--- src/design/sws_pkg.sv ---
package sws_pkg;

   localparam int LengthWidth   = 6;
   localparam int PositionWidth = 5;
   localparam int SumWidth      = 13;
   localparam int ByteWidth     = 8;

   localparam logic ActionByte     = 1'b0;
   localparam logic ActionResponse = 1'b1;

   localparam logic TypeData     = 1'b0;
   localparam logic TypeLastData = 1'b1;

   typedef struct packed {
      logic take_byte;
      logic rd_byte;
      logic load_data;
      logic load_reject;
      logic k_clear;
      logic clear;
   } cmd_type;

   typedef struct packed {
      logic pkt_done;
      logic k_last;
      logic out_free;
   } status_type;

endpackage

--- src/design/stop_and_wait_sender.sv ---
// Stop-and-wait packet sender. While collecting, one request is taken every
// cycle: message bytes go into a PAYLOAD_BYTES-deep packet memory and a signed
// running sum; responses are dropped. When the packet fills or the last byte
// arrives, requests stall and the packet is sent as one result per byte, each
// byte a registered memory read, then an output register load held off by
// rsp_stall while a result waits. The sender then waits
// for a response: a NACK resends the held packet the same way, an ACK frees it
// for the next packet; a byte sent while waiting gets one result with
// rsp_rejected set, one request per cycle while the output register is free.
module stop_and_wait_sender #(
   parameter int PAYLOAD_BYTES = 32
) (
   input  logic                                clock,
   input  logic                                reset,
   input  logic                                req_valid,
   output logic                                req_stall,
   input  logic                                req_action,
   input  logic [sws_pkg::ByteWidth-1:0]       req_data_byte,
   input  logic                                req_last_byte,
   input  logic                                req_response_nack,
   output logic                                rsp_valid,
   input  logic                                rsp_stall,
   output logic                                rsp_packet_type,
   output logic [sws_pkg::LengthWidth-1:0]     rsp_packet_length,
   output logic signed [sws_pkg::SumWidth-1:0] rsp_packet_sum,
   output logic [sws_pkg::ByteWidth-1:0]       rsp_payload_byte,
   output logic [sws_pkg::PositionWidth-1:0]   rsp_byte_position,
   output logic                                rsp_run_end,
   output logic                                rsp_rejected
);

   sws_pkg::cmd_type    cmd;
   sws_pkg::status_type status;

   sws_ctrl u_ctrl (
      .clock             (clock),
      .reset             (reset),
      .req_valid         (req_valid),
      .req_action        (req_action),
      .req_response_nack (req_response_nack),
      .req_stall         (req_stall),
      .status            (status),
      .cmd               (cmd)
   );

   sws_dp #(
      .PAYLOAD_BYTES (PAYLOAD_BYTES)
   ) u_dp (
      .clock              (clock),
      .reset              (reset),
      .req_data_byte      (req_data_byte),
      .req_last_byte      (req_last_byte),
      .rsp_stall          (rsp_stall),
      .cmd                (cmd),
      .status             (status),
      .rsp_valid          (rsp_valid),
      .rsp_packet_type    (rsp_packet_type),
      .rsp_packet_length  (rsp_packet_length),
      .rsp_packet_sum     (rsp_packet_sum),
      .rsp_payload_byte   (rsp_payload_byte),
      .rsp_byte_position  (rsp_byte_position),
      .rsp_run_end        (rsp_run_end),
      .rsp_rejected       (rsp_rejected)
   );

endmodule

--- src/design/sws_ctrl.sv ---
module sws_ctrl (
   input  logic                clock,
   input  logic                reset,
   input  logic                req_valid,
   input  logic                req_action,
   input  logic                req_response_nack,
   output logic                req_stall,
   input  sws_pkg::status_type status,
   output sws_pkg::cmd_type    cmd
);

   localparam logic [1:0] StCollect = 2'd0;
   localparam logic [1:0] StRead    = 2'd1;
   localparam logic [1:0] StSend    = 2'd2;
   localparam logic [1:0] StWait    = 2'd3;

   logic [1:0] state_ff, state_in;
   logic       accept;

   assign accept = req_valid && !req_stall;

   always_comb begin
      state_in  = state_ff;
      cmd       = '0;
      req_stall = 1'b1;
      case (state_ff)
         StCollect: begin
            req_stall = 1'b0;
            if (accept && req_action == sws_pkg::ActionByte) begin
               cmd.take_byte = 1'b1;
               if (status.pkt_done) begin
                  cmd.k_clear = 1'b1;
                  state_in    = StRead;
               end
            end
         end
         StRead: begin
            cmd.rd_byte = 1'b1;
            state_in    = StSend;
         end
         StSend: begin
            if (status.out_free) begin
               cmd.load_data = 1'b1;
               state_in      = status.k_last ? StWait : StRead;
            end
         end
         StWait: begin
            req_stall = !status.out_free;
            if (accept) begin
               if (req_action == sws_pkg::ActionByte) begin
                  cmd.load_reject = 1'b1;
               end else if (req_response_nack) begin
                  cmd.k_clear = 1'b1;
                  state_in    = StRead;
               end else begin
                  cmd.clear = 1'b1;
                  state_in  = StCollect;
               end
            end
         end
         default: begin
            state_in = StCollect;
         end
      endcase
   end

   always_ff @(posedge clock) begin
      if (reset) begin
         state_ff <= StCollect;
      end else begin
         state_ff <= state_in;
      end
   end

endmodule

--- src/design/sws_dp.sv ---
module sws_dp #(
   parameter int PAYLOAD_BYTES = 32
) (
   input  logic                              clock,
   input  logic                              reset,
   input  logic [sws_pkg::ByteWidth-1:0]     req_data_byte,
   input  logic                              req_last_byte,
   input  logic                              rsp_stall,
   input  sws_pkg::cmd_type                  cmd,
   output sws_pkg::status_type               status,
   output logic                              rsp_valid,
   output logic                              rsp_packet_type,
   output logic [sws_pkg::LengthWidth-1:0]   rsp_packet_length,
   output logic signed [sws_pkg::SumWidth-1:0] rsp_packet_sum,
   output logic [sws_pkg::ByteWidth-1:0]     rsp_payload_byte,
   output logic [sws_pkg::PositionWidth-1:0] rsp_byte_position,
   output logic                              rsp_run_end,
   output logic                              rsp_rejected
);

   localparam int CW = $clog2(PAYLOAD_BYTES + 1);
   localparam int AW = (PAYLOAD_BYTES > 1) ? $clog2(PAYLOAD_BYTES) : 1;
   localparam int EW = CW + sws_pkg::LengthWidth;
   localparam logic [CW-1:0] FullCount = CW'(PAYLOAD_BYTES);

   logic [sws_pkg::ByteWidth-1:0] mem [PAYLOAD_BYTES];
   logic [sws_pkg::ByteWidth-1:0] rd_data_ff;

   logic [CW-1:0]                 fill_ff, fill_in;
   logic [CW-1:0]                 k_ff, k_in;
   logic [sws_pkg::SumWidth-1:0]  sum_ff, sum_in;
   logic                          last_ff, last_in;
   logic [CW-1:0]                 fill_next;
   logic [EW-1:0]                 fill_ext;
   logic [EW-1:0]                 k_ext;

   logic                                 valid_ff, valid_in;
   logic                                 type_ff;
   logic [sws_pkg::LengthWidth-1:0]      length_ff;
   logic [sws_pkg::SumWidth-1:0]         osum_ff;
   logic [sws_pkg::ByteWidth-1:0]        obyte_ff;
   logic [sws_pkg::PositionWidth-1:0]    pos_ff;
   logic                                 end_ff;
   logic                                 rej_ff;

   assign fill_next = fill_ff + CW'(1);
   assign fill_ext  = {{sws_pkg::LengthWidth{1'b0}}, fill_ff};
   assign k_ext     = {{sws_pkg::LengthWidth{1'b0}}, k_ff};

   assign status.pkt_done = (fill_next == FullCount) || req_last_byte;
   assign status.k_last   = (k_ff + CW'(1)) == fill_ff;
   assign status.out_free = !valid_ff || !rsp_stall;

   always_comb begin
      fill_in = fill_ff;
      sum_in  = sum_ff;
      last_in = last_ff;
      k_in    = k_ff;
      if (cmd.take_byte) begin
         fill_in = fill_next;
         sum_in  = sum_ff + {{(sws_pkg::SumWidth-sws_pkg::ByteWidth){req_data_byte[7]}},
                             req_data_byte};
         last_in = req_last_byte;
      end
      if (cmd.clear) begin
         fill_in = '0;
         sum_in  = '0;
         last_in = 1'b0;
      end
      if (cmd.k_clear) begin
         k_in = '0;
      end else if (cmd.load_data) begin
         k_in = k_ff + CW'(1);
      end
   end

   always_ff @(posedge clock) begin
      if (reset) begin
         fill_ff <= '0;
         sum_ff  <= '0;
         last_ff <= 1'b0;
         k_ff    <= '0;
      end else begin
         fill_ff <= fill_in;
         sum_ff  <= sum_in;
         last_ff <= last_in;
         k_ff    <= k_in;
      end
   end

   always_ff @(posedge clock) begin
      if (cmd.take_byte) begin
         mem[fill_ff[AW-1:0]] <= req_data_byte;
      end
      if (cmd.rd_byte) begin
         rd_data_ff <= mem[k_ff[AW-1:0]];
      end
   end

   always_comb begin
      valid_in = valid_ff && rsp_stall;
      if (cmd.load_data || cmd.load_reject) begin
         valid_in = 1'b1;
      end
   end

   always_ff @(posedge clock) begin
      if (reset) begin
         valid_ff <= 1'b0;
      end else begin
         valid_ff <= valid_in;
      end
   end

   always_ff @(posedge clock) begin
      if (cmd.load_data) begin
         type_ff   <= last_ff;
         length_ff <= fill_ext[sws_pkg::LengthWidth-1:0];
         osum_ff   <= sum_ff;
         obyte_ff  <= rd_data_ff;
         pos_ff    <= k_ext[sws_pkg::PositionWidth-1:0];
         end_ff    <= status.k_last;
         rej_ff    <= 1'b0;
      end else if (cmd.load_reject) begin
         type_ff   <= sws_pkg::TypeData;
         length_ff <= '0;
         osum_ff   <= '0;
         obyte_ff  <= '0;
         pos_ff    <= '0;
         end_ff    <= 1'b0;
         rej_ff    <= 1'b1;
      end
   end

   assign rsp_valid          = valid_ff;
   assign rsp_packet_type    = type_ff;
   assign rsp_packet_length  = length_ff;
   assign rsp_packet_sum     = osum_ff;
   assign rsp_payload_byte   = obyte_ff;
   assign rsp_byte_position  = pos_ff;
   assign rsp_run_end        = end_ff;
   assign rsp_rejected       = rej_ff;

   // output register is never overwritten while a result waits
   a_load_free: assert property (@(posedge clock) disable iff (reset)
      (cmd.load_data || cmd.load_reject) |-> status.out_free)
      else $error("output register overwritten while stalled");

   a_fill_bound: assert property (@(posedge clock) disable iff (reset)
      fill_ff <= FullCount)
      else $error("fill count beyond packet size");

   a_take_fill: assert property (@(posedge clock) disable iff (reset)
      cmd.take_byte && !cmd.clear |=> fill_ff != '0)
      else $error("byte taken but store empty");

   a_emit_nonempty: assert property (@(posedge clock) disable iff (reset)
      cmd.load_data |-> fill_ff != '0 && k_ff < fill_ff)
      else $error("emit beyond held packet");

   a_reject_fields: assert property (@(posedge clock) disable iff (reset)
      valid_ff && rej_ff |-> !end_ff && length_ff == '0)
      else $error("reject carries packet fields");

endmodule

--- config.mk ---
export PLATFORM = sky130hd
export DESIGN_NAME = stop_and_wait_sender
export DESIGN_NICKNAME = d
export VERILOG_FILES = /design/src/design/sws_pkg.sv /design/src/design/stop_and_wait_sender.sv /design/src/design/sws_ctrl.sv /design/src/design/sws_dp.sv
export SDC_FILE = /design/constraint.sdc
export NUM_CORES = 1
export LEC_CHECK = 0
export BUFFER_PORTS_ARGS = -buffer_cell sky130_fd_sc_hd__buf_2
export CAP_MARGIN = 20
export CORE_MARGIN = 2
export CORE_UTILIZATION = 40
export DETAILED_ROUTE_END_ITERATION = 16
export PLACE_DENSITY_LB_ADDON = 0.08
export SYNTH_ARGS = -nofsm -noshare
export SYNTH_HDL_FRONTEND = slang
export SYNTH_HIERARCHICAL = 1
export SYNTH_SLANG_ARGS = --single-unit
--- constraint.sdc ---
create_clock -name clock -period 7.7 [get_ports clock]
set_input_delay 0.385 -clock clock [delete_from_list [all_inputs] [get_ports clock]]
set_output_delay 0.385 -clock clock [all_outputs]
set_load 0.005 [all_outputs]
### Word level (Yosys, flattened, before mapping)

Memory sizes are Yosys's and may differ from the RTL's. A register that Yosys moved wholly into a read port is not among the register bits.
Index checks and enable logic that the tools add are counted.

* add/sub/neg operators: 3
* $mul: 0
* divide/modulo/power cells: 0
* magnitude comparators: 0
* eq/ne operators: 10
* shift operators: 0
* multiplexer cells: 38
* bitwise gates (word level): 1
* reduce and logical (&&, ||, !) cells: 15

Operators with widths (number)
* $mux W13: 2
* $mux W1: 19
* $mux W8: 2
* $mux W2: 7
* $add A13 B13 Y13: 1
* $add A6 B1 Y6 const B: 2
* $mux W6: 2
* $mux W5: 2
* $pmux W2 S4: 1
* $eq A6 B6 Y1: 1
* $eq A6 B6 Y1 const B: 1
* $ne A2 B1 Y1 const B: 3
* $reduce_and A5 Y1: 1
* $eq A2 B2 Y1 const B: 2
* $logic_not A1 Y1: 4
* $ne A2 B2 Y1 const B: 2
* $pmux W1 S2: 2
* $reduce_or A2 Y1: 2
* $logic_and A1 B1 Y1: 3
* $logic_or A1 B1 Y1: 3
* $mux W3: 1
* $eq A2 B1 Y1 const B: 1
* $logic_not A2 Y1: 1
* $reduce_bool A2 Y1: 1
* $not A1 Y1: 1

* flip-flop bits (word level): 64
* bits in latches: 0
* memory bits (writable): 256
* memory bits (read-only): 0
* output and inout bits: 37
* memories: 1

Memories
* u_dp.mem: words 32, width 8, read ports 1, clocked after memory_dff 1, write ports 1, RTL line sws_dp.sv:26 `logic [sws_pkg::ByteWidth-1:0] mem [PAYLOAD_BYTES];`

### Depth between registers and ports, before layout

* word-level depth: 11
* depth in mapped cells: 12
* mapped depth without buffers: 10

### Modules after synthesis

The synthesis kept the hierarchy.

Modules (own cells, without submodules)
* sws_dp: instances 1, cells an instance 711, area each 13236.4 um2, sequential area each 9509.1 um2
* sws_ctrl: instances 1, cells an instance 37, area each 296.5 um2, sequential area each 40.0 um2

### Worst setup path before layout

No wires, ideal clock.

* path type: reg2reg
* from: register u_ctrl.state_ff[0]
* to: memory u_dp/mem[7][0] in the netlist's numbering (enable)
* setup time: 383 ps
* arrival time: 2490 ps
* path slack: 4827 ps
* cell stages (with the launch flop): 9
* period minus slack after synthesis: 2873 ps
* path through: dfxtp_1 -> ha_1 -> nor2b_4 -> nor2_1 -> and2_1 -> clkbuf_1 -> buf_1 -> nand3_1 -> nor3_1

RTL lines
* start, declared: RTL line sws_ctrl.sv:17 `logic [1:0] state_ff, state_in;`
* start signal, assigned: RTL line sws_ctrl.sv:69 `state_ff <= StCollect;`
* start signal, assigned: RTL line sws_ctrl.sv:71 `state_ff <= state_in;`
* end, declared: RTL line sws_dp.sv:26

==> results_dict.tcl <==
set metrics [dict create \
    cts.sinks 328 \
    multi_input_area_mm2 0.00382 \
    drcViolationCount 0 \
    grt.total_usage 0.176 \
    io_pins 52 \
    crit_arrival_ps 3350 \
    insertion_delay_ps 520 \
    placed_cells 1228 \
    holdWs_ps 141 \
    antenna_found_initial 0 \
    die_x_um 188 \
    synthXorXnorAreaFrac 0.0168 \
    port_buffers 51 \
    tritoncts "done" \
    post-route-period-util 0.418 \
    stdcell_count 1292 \
    dpl_worst_slack_ps 4380 \
    hold_path_class "in -> reg" \
    vias_per_cell 5.37 \
    timing.final.max_slew_violations 0 \
    core_area_mm2 0.0334 \
    wl_per_cell_um 23.6 \
    synth-adder-area-share 0.0227 \
    ys.flop_type "edfxtp_1" \
    synth_top_area_frac 0.661 \
    synthCells 748 \
    worstSetupStartpointType "register" \
    finalSetupTns_ps 0 \
    drt_iter0_markers 489 \
    ys_seq_area_frac 0.706 \
    drive_gt1_frac 0.265 \
    synth_seq_cells 328 \
    hpwl_um 18900 \
    setup_viol 0 \
    yosys.area_share.simple 0.0677 \
    nNetsFinal 858 \
    syn_nets 787 \
    yosys_warnings 6 \
    yosysTopAreaCell "edfxtp_1" \
    grt_setup_unrepaired "no" \
    die_h_um 188 \
    synth_edf_count 298 \
    grt_pass1_vias 7071 \
    yosys-top-cells-count "edfxtp_1 (298), mux4_2 (80), nor2_1 (61)" \
    ant_nets 0 \
    worstPathRequired_ps 7830 \
    placed_cell_area_mm2 0.0143 \
    hold_buffers 0 \
    crit_path_end_kind "register" \
    path_clk_slew_ps 60 \
    cap_violations 0 \
    synth_top_family_by_area "multiplexers" \
    synth_most_common_cell "edfxtp_1" \
    power.leakage_nw 5.09 \
    post_cts_resized 0 \
    finalClockSkew_ps 14.4 \
    dr.pass1.iters 5 \
    die-area_mm2 0.0353 \
    grt-ovfl-total 0 \
    peakVddDrop_mv 0.138 \
    finalHoldViolCount 0 \
    final_util 0.464 \
    synth.distinct_cells 47 \
    crit_fanout 31 \
    cts_buffers 36 \
    vias 6944 \
    yosys-mux-area-fraction 0.148 \
    fp-row-count 67 \
    layout.area.seq_mm2 0.00955 \
    clk_path_buf_depth 3 \
    min_period_ps 3220 \
    synth-compound-area-share 0.0250 \
    slew_headroom 0.254 \
    post_cts_buffers 0 \
    grt_start_max_net_pins 66 \
    status "completed" \
    synth.area.top_cells "edfxtp_1 (66%), mux4_2 (13%), dfxtp_1 (4.4%)" \
    clock.fmax_ghz 0.310 \
    syn_avg_cell_area_um2 18.1 \
    htreeDepth 2 \
    async_flop_share 0 \
    final_cell_area_mm2 0.0155 \
    cts-root-buf "clkbuf_16" \
    antenna_cells 0 \
    start_util 0.405 \
    p_per_area_mw_per_mm2 270 \
    setup_ws_ps 4480 \
    areaGrowthSynthToFinish_pct 14.7 \
    crit_type "reg -> reg" \
    total_power_mw 4.20 \
    syn_area_mm2 0.0135 \
    worst_pin_slew_ps 1120 \
    totalWireLength_um 30500 \
    gp_congestion 0.764 \
    fillerInstances 2823 \
    grt_pass1_wl_um 45800 \
]
==> state kept, by name (all words and copies together) (netlist names) <==
| name | cells |
|---|---|
| u_dp/rsp_packet_type | 1 |
| u_dp/rsp_run_end | 1 |
| u_dp/rsp_packet_length | 6 |
| u_dp/rd_data_ff | 8 |
| u_ctrl/state_ff | 2 |
| u_dp/mem | 256 |
| u_dp/sum_ff | 13 |
| u_dp/fill_ff | 6 |
| u_dp/rsp_byte_position | 5 |
| u_dp/rsp_payload_byte | 8 |
| u_dp/last_ff | 1 |
| u_dp/rsp_valid | 1 |
| u_dp/rsp_packet_sum | 13 |
| u_dp/k_ff | 6 |
| u_dp/rsp_rejected | 1 |
==> metal layers <==
metal	global-route usage	wire [um]	up-vias
met5	0	0	-
met4	0.0415	518	0
met3	0.0371	1730	43
met2	0.280	14400	196
met1	0.250	13800	3616
li1	-	-	3089
==> report_power, final <==
part	internal, mW	leakage (nW)	switching [mW]
Combinational	0.182	1.56	0.228
Clock	1.05	0.581	0.668
Sequential	2.01	2.95	0.0540
Total	3.25	5.09	0.950
==> cells in the final DEF (no fill, tap or decap), drive strengths merged, types with 4 or more instances in the layout <==
master	synthesis	layout
a21o	6	6
clkinv	0	14
edfxtp	298	298
nand3	10	10
ha	23	23
inv	7	9
bufinv	0	5
mux2	8	8
a31o	4	4
dfxtp	30	30
clkbuf	18	42
buf	17	68
and2	37	37
nor3	14	14
nor2	61	61
and3	4	4
o21ai	12	12
nand2	25	25
nor2b	5	5
a21oi	15	15
xor2	14	14
mux4	80	80
xnor2	12	12
mux2i	11	11
==> worst paths after layout <==
path	slack, ps	endpoint	cells after the start	start
max	4480	u_dp/mem[29][2]$_DFFE_PP_	7	u_ctrl/state_ff[0]$_SDFFE_PP0P_
min	140	u_dp/rsp_valid$_SDFF_PP0_	2	reset
max reg2reg	4480	u_dp/mem[29][2]$_DFFE_PP_	7	u_ctrl/state_ff[0]$_SDFFE_PP0P_
min reg2reg	470	u_dp/rsp_rejected$_SDFFE_PP0P_	2	u_dp/rsp_rejected$_SDFFE_PP0P_
==> kinds of logic (layout without fill, tap and decap cells) <==
logic type	count (synthesis)	after routing
flip-flops	328	328
AND/OR/NAND/NOR	179	179
multiplexers	99	99
AO/OA/AOI/OAI	50	50
buffers and inverters	42	138
XOR/XNOR	26	26
adder cells (fa/ha/maj)	24	24
==> area by class of cell <==
| cell class | instances | share of cell area |
|---|---|---|
| inverters | 7 | 0.00169 |
| multi-input cells | 378 | 0.246 |
| well taps | 448 | 0.0361 |
| flip-flops and latches | 328 | 0.616 |
| clock inverters | 21 | 0.0146 |
| clock buffers | 42 | 0.0615 |
| repair buffers | 68 | 0.0247 |
==> worst max-delay path, stage by stage (launching register included) <==
cell	delay (ps)
dfxtp_1	350
ha_1	300
nor2b_4	170
nor2_1	130
and2_1	140
buf_4	350
nand2_1	410
nor2_1	960
Power figures use the tool's default switching activity.
